--- src/rtl/kfs_pkg.sv ---
// Shared types and constants for the PS/2 keyboard frame sender.
package kfs_pkg;

  // Request kinds carried on the input tuser
  typedef enum logic [2:0] {
    REQ_MAKE  = 3'd0,
    REQ_BREAK = 3'd1,
    REQ_WRITE = 3'd2,
    REQ_READ  = 3'd3,
    REQ_TICK  = 3'd4
  } req_t;

  // Configuration register indexes
  typedef enum logic [1:0] {
    CFG_KB_EN   = 2'd0,
    CFG_IRQ_EN  = 2'd1,
    CFG_HALF    = 2'd2
  } cfg_idx_t;

  // Frame sender modes
  typedef enum logic [1:0] {
    SND_IDLE    = 2'd0,
    SND_SEND    = 2'd1,
    SND_RECOVER = 2'd2
  } snd_mode_t;

  // Request sequencer states
  typedef enum logic [1:0] {
    ENG_IDLE = 2'd0,
    ENG_KEY  = 2'd1,
    ENG_TICK = 2'd2
  } eng_state_t;

  localparam logic [7:0] BREAK_CODE = 8'hF0;
  localparam logic [7:0] HALF_RESET = 8'd20;
  localparam logic [3:0] FRAME_BITS = 4'd11;
  localparam logic [1:0] LINES_RELEASED = 2'b11;

  // Strobes from the sequencer to the frame sender
  typedef struct packed {
    logic       tick;
    logic       host_wr;
    logic       nonempty;
    logic [1:0] host_lines;
  } snd_ctl_t;

  // Status from the frame sender, valid in the cycle of a strobe
  typedef struct packed {
    logic       pop;
    logic       irq;
    logic [1:0] bus_lines;
  } snd_stat_t;

endpackage

--- src/rtl/kfs_ring_mem.sv ---
// Byte ring storage: one write port, one registered read port.
module kfs_ring_mem #(
  parameter int DEPTH = 256,
  parameter int IW    = 8
) (
  input  logic          clk,
  input  logic          we,
  input  logic [IW-1:0] waddr,
  input  logic [7:0]    wdata,
  input  logic [IW-1:0] raddr,
  output logic [7:0]    rdata
);

  logic [7:0] mem [DEPTH];

  // Write the pushed byte
  always_ff @(posedge clk) begin
    if (we) begin
      mem[waddr] <= wdata;
    end
  end

  // Register the head byte
  always_ff @(posedge clk) begin
    rdata <= mem[raddr];
  end

endmodule

--- src/rtl/kfs_frame_sender.sv ---
// PS/2 device-to-host frame sender: line state, bit timing and recovery.
module kfs_frame_sender import kfs_pkg::*; (
  input  logic      clk,
  input  logic      rst,
  input  snd_ctl_t  ctl,
  input  logic [7:0] head_byte,
  input  logic      irq_en,
  input  logic [7:0] half,
  output snd_stat_t stat
);

  snd_mode_t  mode, mode_next;
  logic [7:0] countdown, countdown_next;
  logic [3:0] bit_pos, bit_pos_next;
  logic [7:0] shift, shift_next;
  logic       parity, parity_next;
  logic [1:0] dev_lines, dev_lines_next;
  logic [1:0] host_latch, host_latch_next;
  logic       pop, irq;

  // Work out one tick or one host write in program order
  always_comb begin
    mode_next       = mode;
    countdown_next  = countdown;
    bit_pos_next    = bit_pos;
    shift_next      = shift;
    parity_next     = parity;
    dev_lines_next  = dev_lines;
    host_latch_next = host_latch;
    pop             = 1'b0;
    irq             = 1'b0;

    if (ctl.tick) begin
      // Start a frame from the ring head
      if (mode_next == SND_IDLE && host_latch[1] && ctl.nonempty) begin
        pop            = 1'b1;
        shift_next     = head_byte;
        mode_next      = SND_SEND;
        countdown_next = half;
        bit_pos_next   = 4'd0;
        dev_lines_next = 2'b10;
        parity_next    = 1'b1;
      end

      // Time the half periods and shift out bits on rising clock
      if (mode_next == SND_SEND) begin
        if (countdown_next != 8'd0) begin
          countdown_next = countdown_next - 8'd1;
        end else begin
          dev_lines_next[1] = ~dev_lines_next[1];
          if (irq_en && !dev_lines_next[1]) begin
            irq = 1'b1;
          end
          countdown_next = half;
          if (bit_pos_next >= FRAME_BITS) begin
            dev_lines_next[1] = 1'b1;
          end
          if (dev_lines_next[1]) begin
            dev_lines_next[0] = 1'b0;
            if (bit_pos_next < 4'd8) begin
              parity_next       = parity_next ^ shift_next[0];
              dev_lines_next[0] = shift_next[0];
              shift_next        = {1'b0, shift_next[7:1]};
            end else if (bit_pos_next == 4'd8) begin
              dev_lines_next[0] = parity_next;
            end else if (bit_pos_next == 4'd9) begin
              dev_lines_next[0] = 1'b1;
            end else if (bit_pos_next == 4'd10) begin
              mode_next      = SND_RECOVER;
              countdown_next = half;
              dev_lines_next = LINES_RELEASED;
            end
            bit_pos_next = bit_pos_next + 4'd1;
          end
        end
      end

      // Hold off the next frame for the recovery time
      if (mode_next == SND_RECOVER) begin
        if (countdown_next == 8'd0) begin
          mode_next = SND_IDLE;
        end else begin
          countdown_next = countdown_next - 8'd1;
        end
      end
    end else if (ctl.host_wr) begin
      // Host pulling clock low aborts the frame
      host_latch_next = ctl.host_lines;
      if (!ctl.host_lines[1]) begin
        mode_next      = SND_IDLE;
        dev_lines_next = LINES_RELEASED;
      end
    end
  end

  assign stat.pop       = pop;
  assign stat.irq       = irq;
  assign stat.bus_lines = host_latch_next & dev_lines_next;

  // Update sender state
  always_ff @(posedge clk) begin
    if (rst) begin
      mode       <= SND_IDLE;
      countdown  <= 8'd0;
      bit_pos    <= 4'd0;
      shift      <= 8'd0;
      parity     <= 1'b1;
      dev_lines  <= LINES_RELEASED;
      host_latch <= LINES_RELEASED;
    end else begin
      mode       <= mode_next;
      countdown  <= countdown_next;
      bit_pos    <= bit_pos_next;
      shift      <= shift_next;
      parity     <= parity_next;
      dev_lines  <= dev_lines_next;
      host_latch <= host_latch_next;
    end
  end

endmodule

--- src/rtl/ps2_keyboard_frame_sender_core.sv ---
// PS/2 keyboard frame sender top: request buffer, ring sequencer and result register.
// A key event takes one ring write per byte slot (prefix, break mark, code); a tick
// waits for the registered ring read; other requests complete straight from idle.
// Throughput: other requests one per cycle while the output register is free.
// Results wait in an output register.
// Reset (rst, synchronous): indexes, sender state and control registers return to defaults;
// ring contents are not cleared and need no clearing pass.
module ps2_keyboard_frame_sender_core import kfs_pkg::*; #(
  parameter int RING_DEPTH = 256
) (
  input  logic        clk,
  input  logic        rst,
  // Requests
  input  logic        s_tvalid,
  output logic        s_tready,
  input  logic [23:0] s_tdata,   // [7:0] prefix_byte, [15:8] code_byte, [17:16] host_lines
  input  logic [2:0]  s_tuser,   // [2:0] req_type
  // Results
  output logic        m_tvalid,
  input  logic        m_tready,
  output logic [7:0]  m_tdata,   // [1:0] bus_lines, [2] clock_flag, [3] interrupt_pulse,
                                 // [5:4] bytes_dropped
  // Configuration writes
  input  logic        cfg_we,
  input  logic [1:0]  cfg_index,
  input  logic [7:0]  cfg_data
);

  localparam int IW = $clog2(RING_DEPTH);
  localparam logic [IW-1:0] LAST_IDX = IW'(RING_DEPTH - 1);

  // Configuration
  logic       kb_en, irq_en;
  logic [7:0] half;

  // Request register
  logic        buf_valid;
  logic [2:0]  buf_req;
  logic [7:0]  buf_prefix, buf_code;
  logic [1:0]  buf_lines;
  logic        buf_take;

  // Sequencer
  eng_state_t state, state_next;
  logic       key_step, key_step_next;
  logic       w_break;
  logic [7:0] w_code;
  logic [1:0] w_drops;

  // Ring
  logic [IW-1:0] rd_idx, wr_idx, wr_idx_inc;
  logic [7:0]    head_byte;
  logic          push, push_full, mem_we;
  logic [7:0]    push_byte;
  logic          done;
  logic          out_free;
  logic [1:0]    drops_total;

  snd_ctl_t  snd_ctl;
  snd_stat_t snd_stat;

  assign out_free   = !m_tvalid || m_tready;
  assign s_tready   = !buf_valid || buf_take;
  assign wr_idx_inc = (wr_idx == LAST_IDX) ? '0 : wr_idx + 1'b1;
  assign push_full  = (wr_idx_inc == rd_idx);
  assign mem_we     = push && !push_full;

  // Write configuration registers
  always_ff @(posedge clk) begin
    if (rst) begin
      kb_en  <= 1'b0;
      irq_en <= 1'b0;
      half   <= HALF_RESET;
    end else if (cfg_we) begin
      case (cfg_idx_t'(cfg_index))
        CFG_KB_EN:  kb_en  <= cfg_data[0];
        CFG_IRQ_EN: irq_en <= cfg_data[0];
        CFG_HALF:   half   <= cfg_data;
        default:    ;
      endcase
    end
  end

  // Hold one request ahead of the sequencer
  always_ff @(posedge clk) begin
    if (rst) begin
      buf_valid <= 1'b0;
    end else if (s_tvalid && s_tready) begin
      buf_valid <= 1'b1;
    end else if (buf_take) begin
      buf_valid <= 1'b0;
    end
  end

  always_ff @(posedge clk) begin
    if (s_tvalid && s_tready) begin
      buf_req    <= s_tuser;
      buf_prefix <= s_tdata[7:0];
      buf_code   <= s_tdata[15:8];
      buf_lines  <= s_tdata[17:16];
    end
  end

  // Next sequencer state
  always_comb begin
    state_next    = state;
    key_step_next = key_step;
    case (state)
      ENG_IDLE: begin
        if (buf_valid) begin
          if ((buf_req == REQ_MAKE || buf_req == REQ_BREAK) && kb_en) begin
            state_next    = ENG_KEY;
            key_step_next = 1'b0;
          end else if (buf_req == REQ_TICK) begin
            state_next = ENG_TICK;
          end
        end
      end
      ENG_KEY: begin
        if (!key_step) begin
          key_step_next = 1'b1;
        end else if (out_free) begin
          state_next = ENG_IDLE;
        end
      end
      ENG_TICK: begin
        if (out_free) begin
          state_next = ENG_IDLE;
        end
      end
      default: state_next = ENG_IDLE;
    endcase
  end

  // Sequencer outputs: ring pushes, sender strobes, completion
  always_comb begin
    buf_take         = 1'b0;
    push             = 1'b0;
    push_byte        = w_code;
    done             = 1'b0;
    snd_ctl.tick     = 1'b0;
    snd_ctl.host_wr  = 1'b0;
    snd_ctl.nonempty = (rd_idx != wr_idx);
    snd_ctl.host_lines = buf_lines;
    drops_total      = w_drops;
    case (state)
      ENG_IDLE: begin
        if (buf_valid) begin
          if ((buf_req == REQ_MAKE || buf_req == REQ_BREAK) && kb_en) begin
            // Push the prefix slot
            buf_take  = 1'b1;
            push      = (buf_prefix != 8'd0);
            push_byte = buf_prefix;
          end else if (buf_req == REQ_TICK) begin
            // Ring head read is in flight
            buf_take = 1'b1;
          end else if (out_free) begin
            buf_take        = 1'b1;
            done            = 1'b1;
            snd_ctl.host_wr = (buf_req == REQ_WRITE);
            drops_total     = 2'd0;
          end
        end
      end
      ENG_KEY: begin
        if (!key_step) begin
          // Push the break mark slot
          push      = w_break;
          push_byte = BREAK_CODE;
        end else if (out_free) begin
          // Push the code and finish
          push        = 1'b1;
          push_byte   = w_code;
          done        = 1'b1;
          drops_total = w_drops + {1'b0, push_full};
        end
      end
      ENG_TICK: begin
        if (out_free) begin
          snd_ctl.tick = 1'b1;
          done         = 1'b1;
          drops_total  = 2'd0;
        end
      end
      default: ;
    endcase
  end

  // Advance sequencer and key event work registers
  always_ff @(posedge clk) begin
    if (rst) begin
      state    <= ENG_IDLE;
      key_step <= 1'b0;
      w_drops  <= 2'd0;
    end else begin
      state    <= state_next;
      key_step <= key_step_next;
      if (state == ENG_IDLE) begin
        w_drops <= {1'b0, push && push_full};
      end else if (push && push_full) begin
        w_drops <= w_drops + 2'd1;
      end
    end
  end

  always_ff @(posedge clk) begin
    if (state == ENG_IDLE && buf_valid) begin
      w_break <= (buf_req == REQ_BREAK);
      w_code  <= buf_code;
    end
  end

  // Advance ring indexes
  always_ff @(posedge clk) begin
    if (rst) begin
      rd_idx <= '0;
      wr_idx <= '0;
    end else begin
      if (mem_we) begin
        wr_idx <= wr_idx_inc;
      end
      if (snd_stat.pop) begin
        rd_idx <= (rd_idx == LAST_IDX) ? '0 : rd_idx + 1'b1;
      end
    end
  end

  kfs_ring_mem #(
    .DEPTH (RING_DEPTH),
    .IW    (IW)
  ) u_ring (
    .clk   (clk),
    .we    (mem_we),
    .waddr (wr_idx),
    .wdata (push_byte),
    .raddr (rd_idx),
    .rdata (head_byte)
  );

  kfs_frame_sender u_sender (
    .clk       (clk),
    .rst       (rst),
    .ctl       (snd_ctl),
    .head_byte (head_byte),
    .irq_en    (irq_en),
    .half      (half),
    .stat      (snd_stat)
  );

  // Hold the result until taken
  always_ff @(posedge clk) begin
    if (rst) begin
      m_tvalid <= 1'b0;
    end else if (done) begin
      m_tvalid <= 1'b1;
    end else if (m_tready) begin
      m_tvalid <= 1'b0;
    end
  end

  always_ff @(posedge clk) begin
    if (done) begin
      m_tdata <= {2'b00, drops_total, snd_stat.irq, snd_stat.bus_lines[1],
                  snd_stat.bus_lines};
    end
  end

endmodule
--- config.mk ---
export PLATFORM = sky130hd
export DESIGN_NAME = ps2_keyboard_frame_sender_core
export DESIGN_NICKNAME = d
export VERILOG_FILES = /design/src/rtl/kfs_pkg.sv /design/src/rtl/kfs_ring_mem.sv /design/src/rtl/kfs_frame_sender.sv /design/src/rtl/ps2_keyboard_frame_sender_core.sv
export SDC_FILE = /design/constraint.sdc
export NUM_CORES = 2
export LEC_CHECK = 0
export BUFFER_PORTS_ARGS = -buffer_cell sky130_fd_sc_hd__clkbuf_2
export CELL_PAD_IN_SITES_DETAIL_PLACEMENT = 0
export CELL_PAD_IN_SITES_GLOBAL_PLACEMENT = 1
export CORE_AREA = 5 5 466 468
export DETAILED_ROUTE_END_ITERATION = 8
export DIE_AREA = 0 0 471 473
export PLACE_DENSITY = 0.67
export SLEW_MARGIN = 5
export SYNTH_ARGS = -nofsm -noshare
export SYNTH_HDL_FRONTEND = slang
export SYNTH_SLANG_ARGS = --single-unit
--- constraint.sdc ---
create_clock -name clk -period 6.5 [get_ports clk]
set_input_delay 1.3 -clock clk [delete_from_list [all_inputs] [get_ports clk]]
set_output_delay 1.3 -clock clk [all_outputs]
set_load 0.02 [all_outputs]
==> Word-level counts from Yosys, hierarchy flattened <==
Memory sizes are Yosys's and may differ from the RTL's. A register that Yosys moved wholly into a read port is not among the register bits.
Index checks and enable logic that the tools add are counted.
{ "word_totals": {"register_bits": 96, "ram_bits": 2048, "in_bits": 42, "output_inout_bits": 10, "wordCells": 209, "memories": 1} }
{ "classes": {"add_sub_neg": 7, "order_cmp": 2, "eq_ne": 21, "mux": 113, "bitwise_logic": 5, "n_reduce_logical": 34} }
{ "memory_table": {"columns": ["memory", "depth", "width", "read_ports", "rd_clocked_by_memory_dff", "write_ports", "line_no", "rtl"], "rows": [
  ["u_ring.mem", 256, 8, 1, 1, 1, "kfs_ring_mem.sv:14", "logic [7:0] mem [DEPTH];"]
]} }
{ "ops": {"columns": ["cell", "count"], "rows": [
  ["8-bit two-way mux", 18],
  ["2-bit two-way mux", 36],
  ["1-bit two-way mux", 48],
  ["4-bit two-way mux", 5],
  ["8-bit by 1-bit adder with 8-bit output (second input constant)", 2],
  ["8-bit equality test (second input constant)", 2],
  ["8-bit one-hot mux with 2 select lines", 1],
  ["8-bit nonzero test", 2],
  ["8-bit by 1-bit subtractor with 8-bit output (second input constant)", 2],
  ["4-bit equality test (second input constant)", 3],
  ["2-bit one-hot mux with 3 select lines", 2],
  ["2-bit nonzero test", 5],
  ["8-bit equality test", 1],
  ["1-bit logical AND", 8],
  ["8-bit zero test", 1],
  ["8-bit != test", 1],
  ["2-bit AND reduction", 4],
  ["2-bit by 1-bit equality test with 1-bit output (second input constant)", 3],
  ["2-bit equality test (second input constant)", 3],
  ["2-bit zero test", 3],
  ["2-bit != test (second input constant)", 3],
  ["3-bit AND reduction", 2],
  ["4-bit by 1-bit adder with 4-bit output (second input constant)", 1],
  ["4-bit greater-or-equal comparator (second input constant)", 1],
  ["18 further kinds", 25]
]} }

==> Longest topological paths before layout <==
{ "depth": {"depth_word": 17, "depth_mapped": 20} }

==> Modules after synthesis <==
Synthesis repeated with hierarchy kept, for this count alone.
{ "unflattened": {"cells_unflattened": 4357, "hier_area_um2": 85208.0} }
{ "modules_own_cells": {"columns": ["mod", "instances", "cells_per_inst", "area_each_um2"], "rows": [
  ["kfs_ring_mem", 1, 3733, 79556.3],
  ["ps2_keyboard_frame_sender_core", 1, 347, 3490.8],
  ["kfs_frame_sender", 1, 277, 2160.8]
]} }

==> Worst setup path after synthesis <==
No wires, ideal clock.
{ "synth_path": {"path_kind": "reg2reg", "startpoint": "register state[0]", "endpoint": "memory u_ring.mem[0][4] (data pin)", "arrival_ns": 4.642, "required_time_ns": 4.982, "path_slack_ns": 0.341, "path_stages_with_launch": 9, "path_buffers": 2, "path_cell_list": "dfxtp_1 -> inv_1 -> ha_1 -> and2_1 -> clkbuf_1 -> and3_1 -> clkbuf_1 -> nand2_1 -> nand3_1"} }
{ "synth_between": {"elab_chain_len": 2} }
{ "synth_rtl": {"columns": ["item", "line_no", "rtl"], "rows": [
  ["start, declared", "ps2_keyboard_frame_sender_core.sv:44", "eng_state_t state, state_next;"],
  ["start signal, assigned", "ps2_keyboard_frame_sender_core.sv:196", "state <= state_next;"],
  ["2-bit by 1-bit equality test with 1-bit output or 2-bit zero test (tied branches)", "ps2_keyboard_frame_sender_core.sv:146", "case (state)"],
  ["8-bit one-hot mux with 2 select lines (*)", "ps2_keyboard_frame_sender_core.sv:146", null],
  ["via push_byte[4]", "ps2_keyboard_frame_sender_core.sv:54", "logic [7:0] push_byte;"],
  ["end, declared", "kfs_ring_mem.sv:14", null]
]} }
The timed path passes the listed nets; every way through them passes the cells marked *.

==> Final worst setup path <==
{ "layout_path": {"startpoint": "register rd_idx[6]", "endpoint": "register u_sender.countdown[0]"} }
{ "layout_between": {"elab_chain_len": 15} }
{ "layout_rtl": {"columns": ["item", "line_no", "rtl"], "rows": [
  ["start, declared", "ps2_keyboard_frame_sender_core.sv:51", "logic [IW-1:0] rd_idx, wr_idx, wr_idx_inc;"],
  ["start signal, assigned", "ps2_keyboard_frame_sender_core.sv:223", "rd_idx <= (rd_idx == LAST_IDX) ? '0 : rd_idx + 1'b1;"],
  ["8-bit != test (*)", "ps2_keyboard_frame_sender_core.sv:143", "snd_ctl.nonempty = (rd_idx != wr_idx);"],
  ["1-bit logical AND (*)", "kfs_frame_sender.sv:35", "if (mode_next == SND_IDLE && host_latch[1] && ctl.nonempty) begin"],
  ["parallel branches: the longest is 12 deep, another holds 8-bit by 1-bit subtractor with 8-bit output", null, null],
  ["8-bit two-way mux (*)", "kfs_frame_sender.sv:79", "if (mode_next == SND_RECOVER) begin"],
  ["end signal, assigned", "kfs_frame_sender.sv:112", "countdown <= countdown_next;"],
  ["end, declared", "kfs_frame_sender.sv:13", "logic [7:0] countdown, countdown_next;"]
]} }
Every way passes the cells marked *. The select of a mux whose other input is x is not followed.
A chain may end at the register's enable or synchronous reset.

==> flow_summary.json <==
{
  "status": "completed",
  "r2r_slack_ns": 0.83,
  "crit_start": "rd_idx[6]",
  "cp_top_family": "simple AND/OR/NAND/NOR gates",
  "cp.arrival_ns": 6.41,
  "synth_warnings": 0,
  "path_class": "flip-flop to flip-flop",
  "synth_edf_count": 2083,
  "dr.pass1.iters": 7,
  "drt_iter0_drc": 3732,
  "reg2reg_from": "rd_idx[6]",
  "first_global_vias": 39100,
  "clk_pin_slew_ns": 0.06,
  "grt_usage_pct": 17.2,
  "clock-sinks": 2151,
  "irDropWorstVdd_v": 0.000305,
  "worst-slew-pin-transition_ns": 1.26,
  "ant_nets": 0,
  "route.vias.total": 38700,
  "period_minus_slack_ns": 5.67,
  "port_buffers": 43,
  "cp-end-kind": "flip-flop",
  "timing.rr.end": "u_sender.countdown[0]",
  "crit_path_max_fanout": 11,
  "syn_inst": 3830,
  "yosysTopAreaCell": "edfxtp_1",
  "power.leakage_nw": 28.1,
  "htreeDepth": 4,
  "gp_congestion": 0.780,
  "power.density_nw_per_um2": 298,
  "fp-row-count": 170,
  "setup-tns-final_ns": 0,
  "grt.overflow.total": 0,
  "synth_area_leaders": "edfxtp_1, mux4_2, dfxtp_1",
  "syn2layout_area_growth_pct": 12.5,
  "dieHeight_um": 473,
  "crit_path_end": "u_sender.countdown[0]",
  "nFillCells": 17900,
  "cts_buffers": 210,
  "ctsResizeCount": 0,
  "cts_tree": "yes",
  "syn-cell-area_um2": 84300,
  "die_area_um2": 223000,
  "period_share_pct": 87.2,
  "whs_path_depth": 0,
  "slew_headroom_pct": 16.1,
  "finalHoldViolCount": 0,
  "cpMostUsedCell": "ha_1",
  "max_freq_ghz": 0.176,
  "drt-wirelength-per-cell_um": 27.8,
  "synth_seq_cells": 2151,
  "synth_top_area_share_pct": 74.2,
  "hp-class": "flip-flop to flip-flop",
  "critPathLaunchType": "flip-flop",
  "holdBufCountCts": 0,
  "async_reset_ff_share_pct": 0,
  "cap_violations": 0,
  "start_util_pct": 39.6,
  "dp_hpwl_um": 115000,
  "vias_per_cell": 5.56,
  "path_cells": "xnor2_1, nand4_1, o21ai_2, mux2i_1, ha_1, or3b_1, or4_4, a211oi_4, a21oi_2, or2_1, a2bb2oi_2, ha_1, o21ai_0, nor4_1, and2_1, o21bai_1, a311oi_2",
  "synth_cell_types": 83,
  "final_cell_area_um2": 94900,
  "path_depth": 17,
  "yosysSeqAreaShare_pct": 75.8,
  "root_buffer": "clkbuf_16",
  "critPathRequiredTime_ns": 7.24,
  "cts_buffer_depth": 3,
  "drc": 0,
  "antenna_found_initial": 3,
  "fin_skew_ns": 0.0370,
  "avgSynthCellArea_um2": 22.0,
  "hp-start": "buf_code[1]",
  "grt_pass1_wl_um": 281000,
  "pin_count": 52,
  "die_x_um": 471,
  "cts_setup_buffers": 0,
  "rsz0062_at_grt": "no",
  "final_layout_size_suffix_gt1_share_pct": 27.9,
  "core_um2": 213000,
  "slew_viol_final": 0,
  "fin_nets": 4003,
  "grt_max_degree": 197,
  "synth-main-ff-cell": "edfxtp_1",
  "dpl-instance-area_um2": 88100,
  "clock_latency_ns": 0.85,
  "crit_slowest_cell": "dfxtp_1",
  "postRouteWirelength_um": 194000,
  "setup_violations": 0,
  "slowest_delay_ns": 0.67,
  "path_buf_inv": 0,
  "rr_worst_depth": 17
}
[flip-flops by register name, summed over array words and instances, names as in the netlist, 2 cells and up]
name	cells
buf_req	3
half	8
u_sender.bit_pos	4
m_tdata	5
u_sender.host_latch	2
state	2
w_drops	2
u_sender.dev_lines	2
u_sender.mode	2
buf_code	8
u_sender.countdown	8
buf_lines	2
wr_idx	8
u_sender.shift	8
w_code	8
u_ring.rdata	8
buf_prefix	8
rd_idx	8
u_ring.mem	2048
[worst min-delay path by stage]
stage,endpoint,slack (ns)
finish,w_code[1],0.42
global route,w_code[5],0.44
CTS,w_code[1],0.42
detailed placement,w_code[1],0.40
global placement,w_code[3],0.41
floorplan,w_code[0],0.40
[kinds of logic (layout without fill, tap and decap cells)]
logic type	count (synthesis)	in the layout	synth area share, %
compound gates	136	136	1.16
flops	2151	2151	75.8
mux	699	699	18.4
simple gates	557	557	2.91
xor+xnor	29	29	0.301
buf+inv	239	530	1.18
fa+ha+maj	18	18	0.267
other cells	1	5	0.00445
[cell usage in the layout, fill, tap and decap left out, types with 40 or more instances in the layout]
cell type,netlist,layout
buf_4,3,64
clkbuf_1,130,50
clkbuf_16,0,212
clkbuf_2,0,43
clkinv_1,1,44
clkinv_2,0,40
dfxtp_1,68,63
edfxtp_1,2083,2083
mux4_2,680,680
nand2_1,60,60
nor2_1,356,356
[through the flow]
| step | power, mW | setup WS, ns | utilization (%) | hold slack (ns) | std cells |
|---|---|---|---|---|---|
| 4_1_cts | 28.5 | 0.825 | 44.5 | 0.419 | 6960 |
| 5_1_grt | 29.1 | 0.387 | 44.5 | 0.435 | 6961 |
| 2_1_floorplan | 16.3 | 0.341 | - | 0.400 | 3831 |
| 6_report | 28.2 | 0.831 | 44.5 | 0.418 | 6963 |
| 3_3_place_gp | 16.6 | 0.856 | 41.3 | 0.406 | 6569 |
| 3_5_place_dp | 16.6 | 0.884 | 41.3 | 0.405 | 6569 |
[cell type report]
| type | instances | area (µm²) | area share (%) |
|---|---|---|---|
| Antenna cell | 3 | 7.51 | 0.00791 |
| Clock buffer | 265 | 5530 | 5.83 |
| Clock inverter | 126 | 1240 | 1.31 |
| Inverter | 20 | 82.6 | 0.0871 |
| Multi-Input combinational cell | 1441 | 19600 | 20.6 |
| Sequential cell | 2151 | 63900 | 67.4 |
| Tap cell | 2838 | 3550 | 3.74 |
| Timing Repair Buffer | 119 | 936 | 0.987 |
[synthesized netlist by cell type (all sizes together), types with 5 or more instances]
master and instances:
a211o 5, nor3 15, buf 87, a31oi 7, nor2 357, edfxtp 2083
a22oi 5, mux4 680, inv 19, a211oi 8, or3 7, nand2b 14
a21oi 23, and4 5, clkbuf 132, a222oi 6, nand2 60, o21ai 33
nor2b 15, nand4 10, mux2i 17, ha 18, xnor2 17, and2 8
xor2 12, nand3 37, dfxtp 68, o31ai 5
[layer usage]
layer | wire length, µm | track usage, %
met2 | 96300 | 28.3
met1 | 82300 | 24.1
met4 | 4090 | 4.06
met5 | 13 | 0
met3 | 11000 | 3.12
[worst register-to-register path: cells and delay by family, from the launching register on]
| kind | cells | cell delay (ns) |
|---|---|---|
| multiplexers | 1 | 0.39 |
| flip-flops | 1 | 0.67 |
| adder cells (fa/ha/maj) | 2 | 0.50 |
| XOR/XNOR | 1 | 0.26 |
| AO/OA/AOI/OAI | 7 | 1.63 |
| AND/OR/NAND/NOR | 6 | 2.11 |
[power by group]
group	switching (mW)	leakage (nW)	internal, mW	total (mW)
clock network	5.19	3.29	6.76	12.0
registers	0.0244	19.3	15.5	15.5
logic	0.638	5.46	0.139	0.778
total	5.86	28.1	22.4	28.2
Power figures use the tool's default switching activity.
